<file path="config.mk">
export PLATFORM = sky130hd
export DESIGN_NAME = bellman_ford_shortest_paths
export DESIGN_NICKNAME = d
export VERILOG_FILES = /design/src/rtl/bfsp_pkg.sv /design/src/rtl/bellman_ford_shortest_paths.sv /design/src/rtl/bfsp_ram.sv /design/src/rtl/bfsp_datapath.sv /design/src/rtl/bfsp_ctrl.sv
export VERILOG_INCLUDE_DIRS = /design/src /design/src/rtl
export SDC_FILE = /design/constraint.sdc
export NUM_CORES = 2
export LEC_CHECK = 0
export BUFFER_PORTS_ARGS = -buffer_cell sky130_fd_sc_hd__buf_2
export CORE_UTILIZATION = 50
export CTS_BUF_LIST = sky130_fd_sc_hd__clkbuf_8
export CTS_CLUSTER_DIAMETER = 120
export DETAILED_ROUTE_END_ITERATION = 8
export PLACE_DENSITY_LB_ADDON = 0.05
export SYNTH_ARGS = -nofsm -noshare
export SYNTH_HDL_FRONTEND = slang
export SYNTH_SLANG_ARGS = --single-unit
</file>
<file path="constraint.sdc">
create_clock -name clk -period 9.9 [get_ports clk]
set_input_delay 0.495 -clock clk [delete_from_list [all_inputs] [get_ports clk]]
set_output_delay 0.495 -clock clk [all_outputs]
set_load 0.02 [all_outputs]
</file>
<file path="src/rtl/bellman_ford_shortest_paths_defines.svh">
// ----------------------------------------------------------------------------
// Bellman-Ford shortest paths: assertion macros
// Shared property wrappers for the assertions at the end of the datapath and controller.
// ----------------------------------------------------------------------------
`ifndef BELLMAN_FORD_SHORTEST_PATHS_DEFINES_SVH
`define BELLMAN_FORD_SHORTEST_PATHS_DEFINES_SVH

`ifndef SYNTHESIS
// The consequent must hold in the same cycle as the antecedent.
`define BFSP_ASSERT_IMPLIES(label, clk, rst_n, ante, cons, msg) \
    label: assert property (@(posedge clk) disable iff (!rst_n) (ante) |-> (cons)) \
        else $error(msg);
// The consequent must hold in the cycle after the antecedent.
`define BFSP_ASSERT_NEXT(label, clk, rst_n, ante, cons, msg) \
    label: assert property (@(posedge clk) disable iff (!rst_n) (ante) |=> (cons)) \
        else $error(msg);
`else
`define BFSP_ASSERT_IMPLIES(label, clk, rst_n, ante, cons, msg)
`define BFSP_ASSERT_NEXT(label, clk, rst_n, ante, cons, msg)
`endif

`endif

</file>
<file path="src/rtl/bfsp_pkg.sv">
`timescale 1ns / 1ps
// ----------------------------------------------------------------------------
// Bellman-Ford shortest paths: shared package
// Sizes, payload structs, controller/datapath interface and saturating add.
// ----------------------------------------------------------------------------
package bfsp_pkg;

    localparam int MAX_VERTICES   = 16;
    localparam int MAX_EDGES      = 64;
    localparam int WEIGHT_BITS    = 16;
    localparam int DIST_BITS      = 24;

    localparam int VERT_BITS      = $clog2(MAX_VERTICES);
    localparam int NV_BITS        = VERT_BITS + 1;
    localparam int EDGE_IDX_BITS  = $clog2(MAX_EDGES);
    localparam int EDGE_CNT_BITS  = EDGE_IDX_BITS + 1;
    localparam int CFG_INDEX_BITS = 1;
    localparam int CFG_DATA_BITS  = NV_BITS;

    // Configuration register indexes.
    localparam logic [CFG_INDEX_BITS-1:0] CFG_NUM_VERTICES  = CFG_INDEX_BITS'(0);
    localparam logic [CFG_INDEX_BITS-1:0] CFG_SOURCE_VERTEX = CFG_INDEX_BITS'(1);

    localparam logic [NV_BITS-1:0]   NV_RESET  = NV_BITS'(MAX_VERTICES);
    localparam logic [VERT_BITS-1:0] SRC_RESET = VERT_BITS'(0);

    typedef logic [VERT_BITS-1:0]          vertex_t;
    typedef logic signed [WEIGHT_BITS-1:0] weight_t;
    typedef logic signed [DIST_BITS-1:0]   dist_t;

    localparam dist_t DIST_MAX = {1'b0, {(DIST_BITS-1){1'b1}}};
    localparam dist_t DIST_MIN = {1'b1, {(DIST_BITS-1){1'b0}}};

    typedef struct packed {
        vertex_t edge_src;
        vertex_t edge_dst;
        weight_t edge_weight;
        logic    last_edge;
    } in_item_t;

    typedef struct packed {
        vertex_t vertex;
        dist_t   distance;
        logic    reachable;
        logic    edges_dropped;
        logic    last_vertex;
    } out_item_t;

    // One stored edge.
    typedef struct packed {
        vertex_t src;
        vertex_t dst;
        weight_t weight;
    } edge_entry_t;

    localparam int EDGE_ENTRY_BITS = $bits(edge_entry_t);

    // Commands from the controller to the datapath.
    typedef struct packed {
        logic                     load_en;
        logic                     init;
        logic                     relax;
        logic                     emit_sel;
        logic                     out_load;
        logic                     clear_graph;
        logic [EDGE_IDX_BITS-1:0] edge_idx;
        vertex_t                  round_idx;
        vertex_t                  vertex_idx;
    } ctrl_cmd_t;

    // Status from the datapath to the controller.
    typedef struct packed {
        logic last_accepted;
        logic no_rounds;
        logic edge_last;
        logic round_last;
        logic vertex_last;
        logic out_free;
    } dp_status_t;

    // Distance plus weight, clamped to the distance range.
    function automatic dist_t sat_add(dist_t d, weight_t w);
        logic signed [DIST_BITS:0] s;
        s = (DIST_BITS+1)'(d) + (DIST_BITS+1)'(w);
        if (s[DIST_BITS] != s[DIST_BITS-1])
        begin
            return s[DIST_BITS] ? DIST_MIN : DIST_MAX;
        end
        return s[DIST_BITS-1:0];
    endfunction

endpackage

</file>
<file path="src/rtl/bellman_ford_shortest_paths.sv">
`timescale 1ns / 1ps
// Loading: one edge transaction per cycle while idle; no result for ordinary edges.
// After the final edge: a start state, then edge read, distance read, sum and update per stored
// edge per round, for (num_vertices - 1) rounds through the single relaxation unit.
// Results: per vertex a distance table read, then the result register load, which waits under stall.
// Reset clears control state, reached flags and configuration (16 vertices, source 0);
// the edge table is not cleared and needs no clearing pass.
// ----------------------------------------------------------------------------
// Bellman-Ford shortest paths: top level
// Streams in a directed weighted edge list and returns per-vertex distances.
// ----------------------------------------------------------------------------
module bellman_ford_shortest_paths (
    input  logic                                 clk,
    input  logic                                 rst_n,
    input  logic                                 cfg_we,
    input  logic [bfsp_pkg::CFG_INDEX_BITS-1:0]  cfg_index,
    input  logic [bfsp_pkg::CFG_DATA_BITS-1:0]   cfg_wdata,
    input  logic                                 edge_valid,
    output logic                                 edge_stall,
    input  bfsp_pkg::in_item_t                   edge_data,
    output logic                                 res_valid,
    input  logic                                 res_stall,
    output bfsp_pkg::out_item_t                  res_data
);

    import bfsp_pkg::*;

    ctrl_cmd_t  cmd;
    dp_status_t sts;

    // Edges are taken only while the controller is waiting for a graph.
    assign edge_stall = !cmd.load_en;

    bfsp_ctrl u_ctrl (
        .clk   (clk),
        .rst_n (rst_n),
        .sts   (sts),
        .cmd   (cmd)
    );

    bfsp_datapath u_datapath (
        .clk        (clk),
        .rst_n      (rst_n),
        .cfg_we     (cfg_we),
        .cfg_index  (cfg_index),
        .cfg_wdata  (cfg_wdata),
        .edge_valid (edge_valid),
        .edge_data  (edge_data),
        .res_stall  (res_stall),
        .res_valid  (res_valid),
        .res_data   (res_data),
        .cmd        (cmd),
        .sts        (sts)
    );

endmodule

</file>
<file path="src/rtl/bfsp_ram.sv">
`timescale 1ns / 1ps
// ----------------------------------------------------------------------------
// Generic RAM
// One write port and one read port with a registered read.
// ----------------------------------------------------------------------------
module bfsp_ram #(
    parameter int WIDTH = 24,
    parameter int DEPTH = 64
) (
    input  logic                                     clk,
    input  logic                                     we,
    input  logic [((DEPTH > 1) ? $clog2(DEPTH) : 1)-1:0] waddr,
    input  logic [WIDTH-1:0]                         wdata,
    input  logic [((DEPTH > 1) ? $clog2(DEPTH) : 1)-1:0] raddr,
    output logic [WIDTH-1:0]                         rdata
);

    logic [WIDTH-1:0] mem_reg [DEPTH];
    logic [WIDTH-1:0] rdata_reg;

    // Write, and read the addressed entry into the output register.
    always_ff @(posedge clk)
    begin
        if (we)
        begin
            mem_reg[waddr] <= wdata;
        end
        rdata_reg <= mem_reg[raddr];
    end

    assign rdata = rdata_reg;

endmodule

</file>
<file path="src/rtl/bfsp_datapath.sv">
`timescale 1ns / 1ps
`include "bellman_ford_shortest_paths_defines.svh"
// ----------------------------------------------------------------------------
// Bellman-Ford datapath
// Configuration, edge table, distance tables, reached flags, relaxation
// arithmetic and the result register.
// ----------------------------------------------------------------------------
module bfsp_datapath (
    input  logic                                 clk,
    input  logic                                 rst_n,
    input  logic                                 cfg_we,
    input  logic [bfsp_pkg::CFG_INDEX_BITS-1:0]  cfg_index,
    input  logic [bfsp_pkg::CFG_DATA_BITS-1:0]   cfg_wdata,
    input  logic                                 edge_valid,
    input  bfsp_pkg::in_item_t                   edge_data,
    input  logic                                 res_stall,
    output logic                                 res_valid,
    output bfsp_pkg::out_item_t                  res_data,
    input  bfsp_pkg::ctrl_cmd_t                  cmd,
    output bfsp_pkg::dp_status_t                 sts
);

    import bfsp_pkg::*;

    logic [NV_BITS-1:0]       num_vertices_reg;
    vertex_t                  source_vertex_reg;
    logic [NV_BITS-1:0]       nv_eff;
    logic                     src_in_range;
    logic [EDGE_CNT_BITS-1:0] count_reg;
    logic                     overflow_reg;
    logic                     accept;
    logic                     store;
    logic [EDGE_ENTRY_BITS-1:0] edge_rdata;
    edge_entry_t              edge_q;
    edge_entry_t              edge_wdata;
    logic [MAX_VERTICES-1:0]  reached_reg;
    logic [DIST_BITS-1:0]     dist_a_rdata;
    logic [DIST_BITS-1:0]     dist_b_rdata;
    dist_t                    dist_a_q;
    dist_t                    dist_b_q;
    vertex_t                  dist_a_raddr;
    logic                     dist_we;
    vertex_t                  dist_waddr;
    dist_t                    dist_wdata;
    dist_t                    sum_reg;
    logic                     edge_in_range;
    logic                     relax_ok;
    logic                     res_valid_reg;
    out_item_t                res_reg;

    // Configuration registers.
    always_ff @(posedge clk or negedge rst_n)
    begin
        if (!rst_n)
        begin
            num_vertices_reg  <= NV_RESET;
            source_vertex_reg <= SRC_RESET;
        end
        else if (cfg_we)
        begin
            unique case (cfg_index)
                CFG_NUM_VERTICES:  num_vertices_reg  <= cfg_wdata;
                CFG_SOURCE_VERTEX: source_vertex_reg <= cfg_wdata[VERT_BITS-1:0];
                default: ;
            endcase
        end
    end

    // Vertex count in use: zero counts as one, large values clamp.
    always_comb
    begin
        if (num_vertices_reg == '0)
        begin
            nv_eff = NV_BITS'(1);
        end
        else if (num_vertices_reg > NV_BITS'(MAX_VERTICES))
        begin
            nv_eff = NV_BITS'(MAX_VERTICES);
        end
        else
        begin
            nv_eff = num_vertices_reg;
        end
    end

    assign src_in_range = NV_BITS'(source_vertex_reg) < nv_eff;

    // Edge loading: store while there is room, otherwise note the overflow.
    assign accept = edge_valid && cmd.load_en;
    assign store  = accept && (count_reg < EDGE_CNT_BITS'(MAX_EDGES));

    always_ff @(posedge clk or negedge rst_n)
    begin
        if (!rst_n)
        begin
            count_reg    <= '0;
            overflow_reg <= 1'b0;
        end
        else if (cmd.clear_graph)
        begin
            count_reg    <= '0;
            overflow_reg <= 1'b0;
        end
        else if (accept)
        begin
            if (store)
            begin
                count_reg <= count_reg + EDGE_CNT_BITS'(1);
            end
            else
            begin
                overflow_reg <= 1'b1;
            end
        end
    end

    assign edge_wdata.src    = edge_data.edge_src;
    assign edge_wdata.dst    = edge_data.edge_dst;
    assign edge_wdata.weight = edge_data.edge_weight;

    bfsp_ram #(
        .WIDTH (EDGE_ENTRY_BITS),
        .DEPTH (MAX_EDGES)
    ) u_edge_ram (
        .clk   (clk),
        .we    (store),
        .waddr (count_reg[EDGE_IDX_BITS-1:0]),
        .wdata (edge_wdata),
        .raddr (cmd.edge_idx),
        .rdata (edge_rdata)
    );

    assign edge_q = edge_rdata;

    // Distance table, held twice so that source and destination read together.
    assign dist_a_raddr = cmd.emit_sel ? cmd.vertex_idx : edge_q.src;

    always_comb
    begin
        dist_we    = 1'b0;
        dist_waddr = edge_q.dst;
        dist_wdata = sum_reg;
        if (cmd.init)
        begin
            dist_we    = src_in_range;
            dist_waddr = source_vertex_reg;
            dist_wdata = '0;
        end
        else if (relax_ok)
        begin
            dist_we = 1'b1;
        end
    end

    bfsp_ram #(
        .WIDTH (DIST_BITS),
        .DEPTH (MAX_VERTICES)
    ) u_dist_ram_a (
        .clk   (clk),
        .we    (dist_we),
        .waddr (dist_waddr),
        .wdata (dist_wdata),
        .raddr (dist_a_raddr),
        .rdata (dist_a_rdata)
    );

    bfsp_ram #(
        .WIDTH (DIST_BITS),
        .DEPTH (MAX_VERTICES)
    ) u_dist_ram_b (
        .clk   (clk),
        .we    (dist_we),
        .waddr (dist_waddr),
        .wdata (dist_wdata),
        .raddr (edge_q.dst),
        .rdata (dist_b_rdata)
    );

    assign dist_a_q = dist_a_rdata;
    assign dist_b_q = dist_b_rdata;

    // Candidate distance through the current edge, saturated.
    always_ff @(posedge clk)
    begin
        sum_reg <= sat_add(dist_a_q, edge_q.weight);
    end

    // Relaxation test: both ends in use, source reached, candidate improves or destination not yet reached.
    assign edge_in_range = (NV_BITS'(edge_q.src) < nv_eff) &&
                           (NV_BITS'(edge_q.dst) < nv_eff);
    assign relax_ok = cmd.relax && edge_in_range && reached_reg[edge_q.src] &&
                      (!reached_reg[edge_q.dst] || (sum_reg < dist_b_q));

    // Reached flags.
    always_ff @(posedge clk or negedge rst_n)
    begin
        if (!rst_n)
        begin
            reached_reg <= '0;
        end
        else if (cmd.init)
        begin
            reached_reg <= '0;
            if (src_in_range)
            begin
                reached_reg[source_vertex_reg] <= 1'b1;
            end
        end
        else if (relax_ok)
        begin
            reached_reg[edge_q.dst] <= 1'b1;
        end
    end

    // Result register: valid flag under reset, payload without.
    always_ff @(posedge clk or negedge rst_n)
    begin
        if (!rst_n)
        begin
            res_valid_reg <= 1'b0;
        end
        else if (cmd.out_load)
        begin
            res_valid_reg <= 1'b1;
        end
        else if (!res_stall)
        begin
            res_valid_reg <= 1'b0;
        end
    end

    always_ff @(posedge clk)
    begin
        if (cmd.out_load)
        begin
            res_reg.vertex        <= cmd.vertex_idx;
            res_reg.distance      <= reached_reg[cmd.vertex_idx] ? dist_a_q : '0;
            res_reg.reachable     <= reached_reg[cmd.vertex_idx];
            res_reg.edges_dropped <= overflow_reg;
            res_reg.last_vertex   <= sts.vertex_last;
        end
    end

    assign res_valid = res_valid_reg;
    assign res_data  = res_reg;

    // Status back to the controller.
    assign sts.last_accepted = accept && edge_data.last_edge;
    assign sts.no_rounds     = (nv_eff == NV_BITS'(1)) || (count_reg == '0);
    assign sts.edge_last     = (EDGE_CNT_BITS'(cmd.edge_idx) + EDGE_CNT_BITS'(1)) == count_reg;
    assign sts.round_last    = (NV_BITS'(cmd.round_idx) + NV_BITS'(1)) == nv_eff;
    assign sts.vertex_last   = (NV_BITS'(cmd.vertex_idx) + NV_BITS'(1)) == nv_eff;
    assign sts.out_free      = !res_valid_reg || !res_stall;

    // The edge count never passes the table size.
    `BFSP_ASSERT_IMPLIES(a_count_bound, clk, rst_n, 1'b1, count_reg <= EDGE_CNT_BITS'(MAX_EDGES), "edge count beyond table size")
    // A result is only loaded when the result register is free.
    `BFSP_ASSERT_IMPLIES(a_load_when_free, clk, rst_n, cmd.out_load, !res_valid_reg || !res_stall, "result overwritten before transaction")
    // After start-up of a run the source in use is marked reached.
    `BFSP_ASSERT_NEXT(a_source_reached, clk, rst_n, cmd.init && src_in_range, reached_reg[source_vertex_reg], "source vertex not reached after start")

endmodule

</file>
<file path="src/rtl/bfsp_ctrl.sv">
`timescale 1ns / 1ps
`include "bellman_ford_shortest_paths_defines.svh"
// ----------------------------------------------------------------------------
// Bellman-Ford controller
// Sequences edge loading, the relaxation rounds and result emission.
// ----------------------------------------------------------------------------
module bfsp_ctrl (
    input  logic                  clk,
    input  logic                  rst_n,
    input  bfsp_pkg::dp_status_t  sts,
    output bfsp_pkg::ctrl_cmd_t   cmd
);

    import bfsp_pkg::*;

    typedef enum logic [2:0] {
        S_IDLE,
        S_INIT,
        S_EDGE_RD,
        S_DIST_RD,
        S_CALC,
        S_UPDATE,
        S_EMIT_RD,
        S_EMIT_OUT
    } state_t;

    state_t                   state_reg;
    state_t                   state_next;
    logic [EDGE_IDX_BITS-1:0] edge_idx_reg;
    logic [EDGE_IDX_BITS-1:0] edge_idx_next;
    vertex_t                  round_reg;
    vertex_t                  round_next;
    vertex_t                  vertex_reg;
    vertex_t                  vertex_next;

    // Next state, counters and commands.
    always_comb
    begin
        state_next    = state_reg;
        edge_idx_next = edge_idx_reg;
        round_next    = round_reg;
        vertex_next   = vertex_reg;

        cmd             = '0;
        cmd.edge_idx    = edge_idx_reg;
        cmd.round_idx   = round_reg;
        cmd.vertex_idx  = vertex_reg;

        unique case (state_reg)
            S_IDLE:
            begin
                cmd.load_en = 1'b1;
                if (sts.last_accepted)
                begin
                    state_next = S_INIT;
                end
            end
            S_INIT:
            begin
                cmd.init      = 1'b1;
                edge_idx_next = '0;
                round_next    = VERT_BITS'(1);
                vertex_next   = '0;
                state_next    = sts.no_rounds ? S_EMIT_RD : S_EDGE_RD;
            end
            S_EDGE_RD:
            begin
                state_next = S_DIST_RD;
            end
            S_DIST_RD:
            begin
                state_next = S_CALC;
            end
            S_CALC:
            begin
                state_next = S_UPDATE;
            end
            S_UPDATE:
            begin
                cmd.relax = 1'b1;
                if (sts.edge_last)
                begin
                    edge_idx_next = '0;
                    if (sts.round_last)
                    begin
                        vertex_next = '0;
                        state_next  = S_EMIT_RD;
                    end
                    else
                    begin
                        round_next = round_reg + VERT_BITS'(1);
                        state_next = S_EDGE_RD;
                    end
                end
                else
                begin
                    edge_idx_next = edge_idx_reg + EDGE_IDX_BITS'(1);
                    state_next    = S_EDGE_RD;
                end
            end
            S_EMIT_RD:
            begin
                cmd.emit_sel = 1'b1;
                state_next   = S_EMIT_OUT;
            end
            S_EMIT_OUT:
            begin
                cmd.emit_sel = 1'b1;
                if (sts.out_free)
                begin
                    cmd.out_load = 1'b1;
                    if (sts.vertex_last)
                    begin
                        cmd.clear_graph = 1'b1;
                        state_next      = S_IDLE;
                    end
                    else
                    begin
                        vertex_next = vertex_reg + VERT_BITS'(1);
                        state_next  = S_EMIT_RD;
                    end
                end
            end
            default:
            begin
                state_next = S_IDLE;
            end
        endcase
    end

    // State and counters.
    always_ff @(posedge clk or negedge rst_n)
    begin
        if (!rst_n)
        begin
            state_reg    <= S_IDLE;
            edge_idx_reg <= '0;
            round_reg    <= '0;
            vertex_reg   <= '0;
        end
        else
        begin
            state_reg    <= state_next;
            edge_idx_reg <= edge_idx_next;
            round_reg    <= round_next;
            vertex_reg   <= vertex_next;
        end
    end

    // A run starts only after the final edge transaction.
    `BFSP_ASSERT_IMPLIES(a_init_after_last, clk, rst_n, state_reg == S_INIT, $past(sts.last_accepted), "run started without a final edge")
    // The last edge of the last round hands over to emission from vertex zero.
    `BFSP_ASSERT_NEXT(a_sweep_to_emit, clk, rst_n, state_reg == S_UPDATE && sts.edge_last && sts.round_last, state_reg == S_EMIT_RD && vertex_reg == '0, "emission not started after final round")
    // Each delivered result other than the last moves on to the next vertex.
    `BFSP_ASSERT_NEXT(a_emit_step, clk, rst_n, state_reg == S_EMIT_OUT && sts.out_free && !sts.vertex_last, state_reg == S_EMIT_RD && vertex_reg == $past(vertex_reg) + VERT_BITS'(1), "vertex not advanced after result")

endmodule
</file>
Word-level counts from Yosys, hierarchy flattened --
Memories as Yosys holds them, arrays and structs flattened. A register that Yosys moved wholly into a read port is not among the register bits. Index checks and enable logic that the tools add are counted.
Storage, ports and cells: bits in registers 106, memory bits (writable) 2304, input port bits 36, output and inout bits 33, memories kept 3
Memory list:
- u_datapath.u_edge_ram.mem_reg | depth 64, width 24, rd ports 1, clocked after memory_dff 1, write ports 1, line bfsp_ram.sv:18 | logic [WIDTH-1:0] mem_reg [DEPTH];
- u_datapath.u_dist_ram_a.mem_reg | depth 16, width 24, rd ports 1, clocked after memory_dff 1, write ports 1, line bfsp_ram.sv:18
- u_datapath.u_dist_ram_b.mem_reg | depth 16, width 24, rd ports 1, clocked after memory_dff 1, write ports 1, line bfsp_ram.sv:18
Cells by class: add/subtract/negate cells 8, magnitude comparators 12, equality and inequality tests 20, multiplexer cells 60, bitwise logic cells 2, reduce and logical (&&, ||, !) cells 32
Operator list (count):
- 2-to-1 mux 24 bit | 4
- 2-to-1 mux 16 bit | 3
- 2-to-1 mux 4 bit | 8
- adder 24 x 16 -> 25 bit | 1
- < comparator 24 bit | 1
- one-hot mux 3 bit (8 select lines) | 1
- 2-to-1 mux 1 bit | 22
- 2-to-1 mux 7 bit | 3
- < comparator 4 x 5 -> 1 bit (second input constant) | 4
- 2-to-1 mux 3 bit | 6
- bitwise OR 16 bit | 1
- < comparator 4 x 5 -> 1 bit | 3
- inequality test 2 bit (second input constant) | 7
- binary-select mux 1 bit (select 4 bit) | 3
- equality test 3 bit (second input constant) | 4
- one-hot mux 4 bit (3 select lines) | 1
- one-hot mux 6 bit (2 select lines) | 1
- adder 4 x 1 -> 5 bit (second input constant) | 2
- equality test 5 bit | 2
- 2-to-1 mux 5 bit | 2
- AND reduction 2 bit | 5
- logical AND 1 bit | 9
- adder 4 x 1 -> 4 bit (second input constant) | 2
- demux 1 bit (select 4 bit) | 2
- 26 further kinds | 37

Logic depth before layout (Yosys ltp) --
depth in word-level cells 12, depth in mapped cells 12

Hierarchy --
Synthesis repeated with hierarchy kept, for this count alone.
Unflattened totals: cells, all modules 4643, area, all modules 96685.2 um^2
By module, submodules not included:
- bfsp_ram (u_datapath.u_edge_ram) | times used 1, cells an instance 2610, area an instance 59295.6 um^2, seq. area each 46604.7 um^2
- bfsp_ram (u_datapath.u_dist_ram_a ...) | times used 2, cells an instance 636, area an instance 14930.6 um^2, seq. area each 12011.5 um^2
- bfsp_datapath | times used 1, cells an instance 649, area an instance 6550.0 um^2, seq. area each 2263.4 um^2
- bfsp_ctrl | times used 1, cells an instance 111, area an instance 974.7 um^2, seq. area each 425.4 um^2
- bellman_ford_shortest_paths | times used 1, cells an instance 1, area an instance 3.8 um^2, seq. area each 0.0 um^2

Worst setup path after synthesis --
No wires, ideal clock.
path kind reg2reg, from register u_datapath.num_vertices_reg[4], to memory u_datapath.u_dist_ram_b.mem_reg[1][0], enable pin, setup time 0.466 ns, arrival time 4.681 ns, required time 9.434 ns, path slack 4.754 ns, cell stages (with the launch flop) 11, clock period less this slack 5.146 ns, cells stage by stage dfstp_2 -> clkbuf_1 -> inv_1 -> nand2_1 -> ha_1 -> a21o_1 -> a21o_1 -> a2111oi_0 -> o211ai_1 -> and2_1 -> nor4_1
On the way: cells in the longest elaborated chain, start to end 12, elaborated cells on any way between the ends 15, classes of those cells 4 x order compare; 6 x mux; 5 x reduce/logical
RTL lines:
- start, declared | line bfsp_datapath.sv:25 | logic [NV_BITS-1:0] num_vertices_reg;
- start signal, assigned | line bfsp_datapath.sv:62 | CFG_NUM_VERTICES: num_vertices_reg <= cfg_wdata;
- greater-than comparator 5 bit | line bfsp_datapath.sv:76 | else if (num_vertices_reg > NV_BITS'(MAX_VERTICES))
- 2-to-1 mux 5 bit | line bfsp_datapath.sv:76
- 2-to-1 mux 5 bit * | line bfsp_datapath.sv:72 | if (num_vertices_reg == '0)
- < comparator 4 x 5 -> 1 bit, on equally long branches | line bfsp_datapath.sv:189, bfsp_datapath.sv:190
- logical AND 1 bit | line bfsp_datapath.sv:189 | assign edge_in_range = (NV_BITS'(edge_q.src) < nv_eff) &&
- logical AND 1 bit (3 in series) | line bfsp_datapath.sv:191 | assign relax_ok = cmd.relax && edge_in_range && reached_reg[edge_q.src] &&
- 2-to-1 mux 1 bit | line bfsp_datapath.sv:149 | else if (relax_ok)
- 2-to-1 mux 1 bit * | line bfsp_datapath.sv:143 | if (cmd.init)
- 2-to-1 mux 1 bit * | line bfsp_ram.sv:24 | if (we)
- 2-to-1 mux 1 bit (not written as such) * | line bfsp_ram.sv:26 | mem_reg[waddr] <= wdata;
- end, declared | line bfsp_ram.sv:18
Every way passes the cells marked *; elsewhere a longest branch is shown, timed or not.

==> run_results.csv <==
group,metric,value,unit
run_status,status,"completed",
timing,finalSetupTns,0,ns
route,remaining_drc_errors,0,
cts,cts_tree,"built",
placement,gp_congestion,0.8317,
final_layout,areaGrowthSynthToFinish,12.43,%
floorplanning,design.core.area,167600,µm²
timing,setup_viol,0,
cts,cts_resized,0,
synth,syn_inst,3887,
setup_path,cp_max_fo,67,
synth,syn-cell-area,84570,µm²
synth,synth.distinct_cells,79,
route,via_per_inst,6.225,
setup_path,end_kind,"register",
final_layout,largest_reg_flops,1536,
setup_path,slowest_stage,"dfrtp_4",
route,met1_length,90.99,mm
timing,worstMarginPinSlew,1.261,ns
power_and_ir_drop,p_leak,30.20,nW
worst_hold_path,min_path_type,"input pin to register",
route,met2_length,113.9,mm
timing,whs,0.1177,ns
timing,rsz0062_at_grt,"no",
timing,finClkSkew,0.07021,ns
route,ant_nets,0,
route,wl_met3,12.35,mm
power_and_ir_drop,peakVddDrop,0.0004126,V
setup_path,path_cells,"buf_4 -> buf_4 -> mux4_2 -> mux4_2 -> mux4_2",
synth,yosys_most_used_dff,"edfxtp_1",
floorplanning,die_h,413.3,µm
cts,clk_pin_slew,0.06,ns
grt,grt_pass1_wl,315.1,mm
setup_path,cp-start-kind,"register",
route,vias,41566,
route,drt_iter0_markers,4416,
setup_path,crit_buf_inv,2,
synth,syn_avg_cell_area,21.76,µm²
grt,grt_util_all_layers,26.48,%
floorplanning,start_util,50.46,%
grt,first_global_vias,42866,
final_layout,drive_above_1_share,32.91,%
floorplanning,die_x,413.3,µm
route,maxUsedRoutingLayer,"met5",
setup_path,critPathMaxStageDelay,1.14,ns
cts,cts_made_buffers,358,
synth,yosysSeqAreaShare,73.06,%
route,totalWireLength,222.5,mm
floorplanning,io_pins,69,
cts,cts_root_buf,"clkbuf_8",
power_and_ir_drop,power_density,278.3,nW/µm²
cts,clock_latency,1.06,ns
timing,slew_viol_final,0,
synth,yosysWarnings,0,
final_layout,final_nets,4293,
cts,cts_sinks,2098,
placement,portBuffers,68,
floorplanning,rows,150,
synth,yosys_register_bits,2098,
grt,grt.overflow.total,0,
synth,ys_async_sr_fraction,2.431,%
timing,maxSlewHeadroom,15.73,%
run,cap_viol_max_count,0,
setup_path,crit_top_cell,"mux4_2",
setup_path,crit_required,10.79,ns
cts,post_cts_buffers,0,
synth,synth_nets,3985,
timing,fmaxAchievable,0.2249,GHz
final_layout,multi_input_area,22230,µm²
timing,period_share,44.91,%
final_layout,regArea,61810,µm²
timing,final-hold-violation-count,0,
floorplanning,die_area,170800,µm²
route,firstDrtPassIters,5,
grt,grt_start_max_net_pins,138,
placement,hpwl,120.1,mm
final_layout,fillCellCount,12414,
final_layout,post-route-util,56.73,%
synth,synth_edf_count,1951,
setup_path,worstPathArrival,5.33,ns
cts,max-clock-path-buffers,4,
grt,grt_antenna_before_repair,13,
cts,htreeDepth,5,
route,wl_per_cell,33.33,µm
timing,period_needed,4.446,ns
setup_path,critPathTopFamily,"multiplexers",
setup_path,worstSetupPathType,"register to register",
## final timing paths
kind | depth (start not counted) | startpoint | slack, ns | endpoint
worst min register to register | 0 | u_datapath.overflow_reg$_DFFE_PN0P_ | 0.51 | u_datapath.res_data[1]$_DFFE_PP_
worst min-delay path | 2 | edge_data[3] | 0.12 | u_datapath.u_edge_ram.mem_reg[59][2]$_DFFE_PP_
min in group asynchronous | 3 | rst_n | 0.15 | u_datapath.source_vertex_reg[2]$_DFFE_PN0P_
worst max register to register | 5 | u_ctrl.edge_idx_reg[1]$_DFFE_PN0P_ | 5.45 | u_datapath.u_edge_ram.rdata[16]$_DFF_P_
max in group asynchronous | 3 | rst_n | 9.14 | u_ctrl.edge_idx_reg[1]$_DFFE_PN0P_
worst max-delay path | 5 | u_ctrl.edge_idx_reg[1]$_DFFE_PN0P_ | 5.45 | u_datapath.u_edge_ram.rdata[16]$_DFF_P_
## cells by family after synthesis
group	count (synthesis)	synth area share (%)
adders and majority gates	66	0.9735
buffers and inverters	264	1.343
DFF	2098	73.06
AOI/OAI and AO/OA	253	2.052
and+or+nand+nor	419	2.422
xor gates and xnor gates	38	0.3936
muxes	749	19.75
## worst reg2reg max path: stages, from the launching register on
cell     delay, ns
dfrtp_4       1.14
buf_4         0.80
buf_4         0.81
mux4_2        0.46
mux4_2        0.58
mux4_2        0.54
## layout by cell type (no fill, tap or decap), types with 7 or more instances in the layout
master and n:
clkbuf_8 401, nand3_1 18, nor2_4 64, clkinv_2 42
clkinv_1 70, nor2b_1 14, buf_4 78, dfxtp_1 93
nor2_1 57, a211oi_1 28, a21oi_1 33, a31oi_1 38
nor3_1 13, a21o_1 20, and3_1 8, xor2_1 17
mux2_2 8, buf_2 68, nand4_1 10, and3_2 13
nand2_1 107, xnor2_1 21, and2_1 75, edfxtp_1 1951
dfrtp_1 45, o21ai_0 52, bufinv_16 16, ha_1 61
mux4_2 735, o21a_1 7, o21ai_1 9, dlygate4sd3_1 19
inv_1 136, nand2b_1 11, o211ai_1 10, a32o_1 14
## through the flow
| step | setup slack [ns] | total power, W | cells | instance area, µm² |
|---|---|---|---|---|
| after floorplan | 4.754 | 0.01660 | 3887 | 84570 |
| after global placement | 5.478 | 0.01914 | 6020 | 87980 |
| after detailed placement | 5.473 | 0.01917 | 6020 | 87980 |
| after CTS | 5.487 | 0.02674 | 6671 | 95060 |
| after global routing | 5.323 | 0.02758 | 6673 | 95070 |
| final | 5.454 | 0.02646 | 6677 | 95080 |
## synthesized netlist by cell type (all sizes together) (17+ instances only)
cell type | instances | area share, %
edfxtp | 1951 | 69
mux4 | 735 | 20
clkbuf | 124 | 0.55
nor2 | 121 | 0.54
nand2 | 107 | 0.47
buf | 98 | 0.61
dfxtp | 96 | 2.3
and2 | 76 | 0.56
o21ai | 62 | 0.37
ha | 61 | 0.90
dfrtp | 50 | 1.5
inv | 42 | 0.19
a31oi | 38 | 0.28
a21oi | 34 | 0.20
a211oi | 30 | 0.28
and3 | 21 | 0.16
xnor2 | 21 | 0.22
a21o | 20 | 0.18
nand3 | 18 | 0.11
xor2 | 17 | 0.18
## what timing repair did
item | CTS | global route
hold buffers | 19 | 0
endpoints found under the setup margin | 0 | 0
hold endpoints to repair | 84 | 0
## report_power, final
part           total [W]  leakage, nW  internal (W)  switching [W]
sequential        0.0109         19.0        0.0103       0.000606
combinational    0.00793         7.28       0.00368        0.00425
clock            0.00759         3.91       0.00412        0.00347
## metal layers
metal	GRT usage, %	up-vias
li1	-	17164
met1	36.03	22451
met2	44.60	1554
met3	4.208	389
met4	7.342	8
met5	0	-
## area by class of cell
| class | count | area share [%] |
|---|---|---|
| Sequential cell | 2098 | 65.01 |
| Multi-Input combinational cell | 1525 | 23.38 |
| Clock buffer | 401 | 5.805 |
| Tap cell | 2204 | 2.900 |
| Clock inverter | 231 | 1.448 |
| Timing Repair Buffer | 170 | 1.279 |
| Inverter | 42 | 0.1658 |
| Antenna cell | 6 | 0.01579 |
Power figures use the tool's default switching activity.
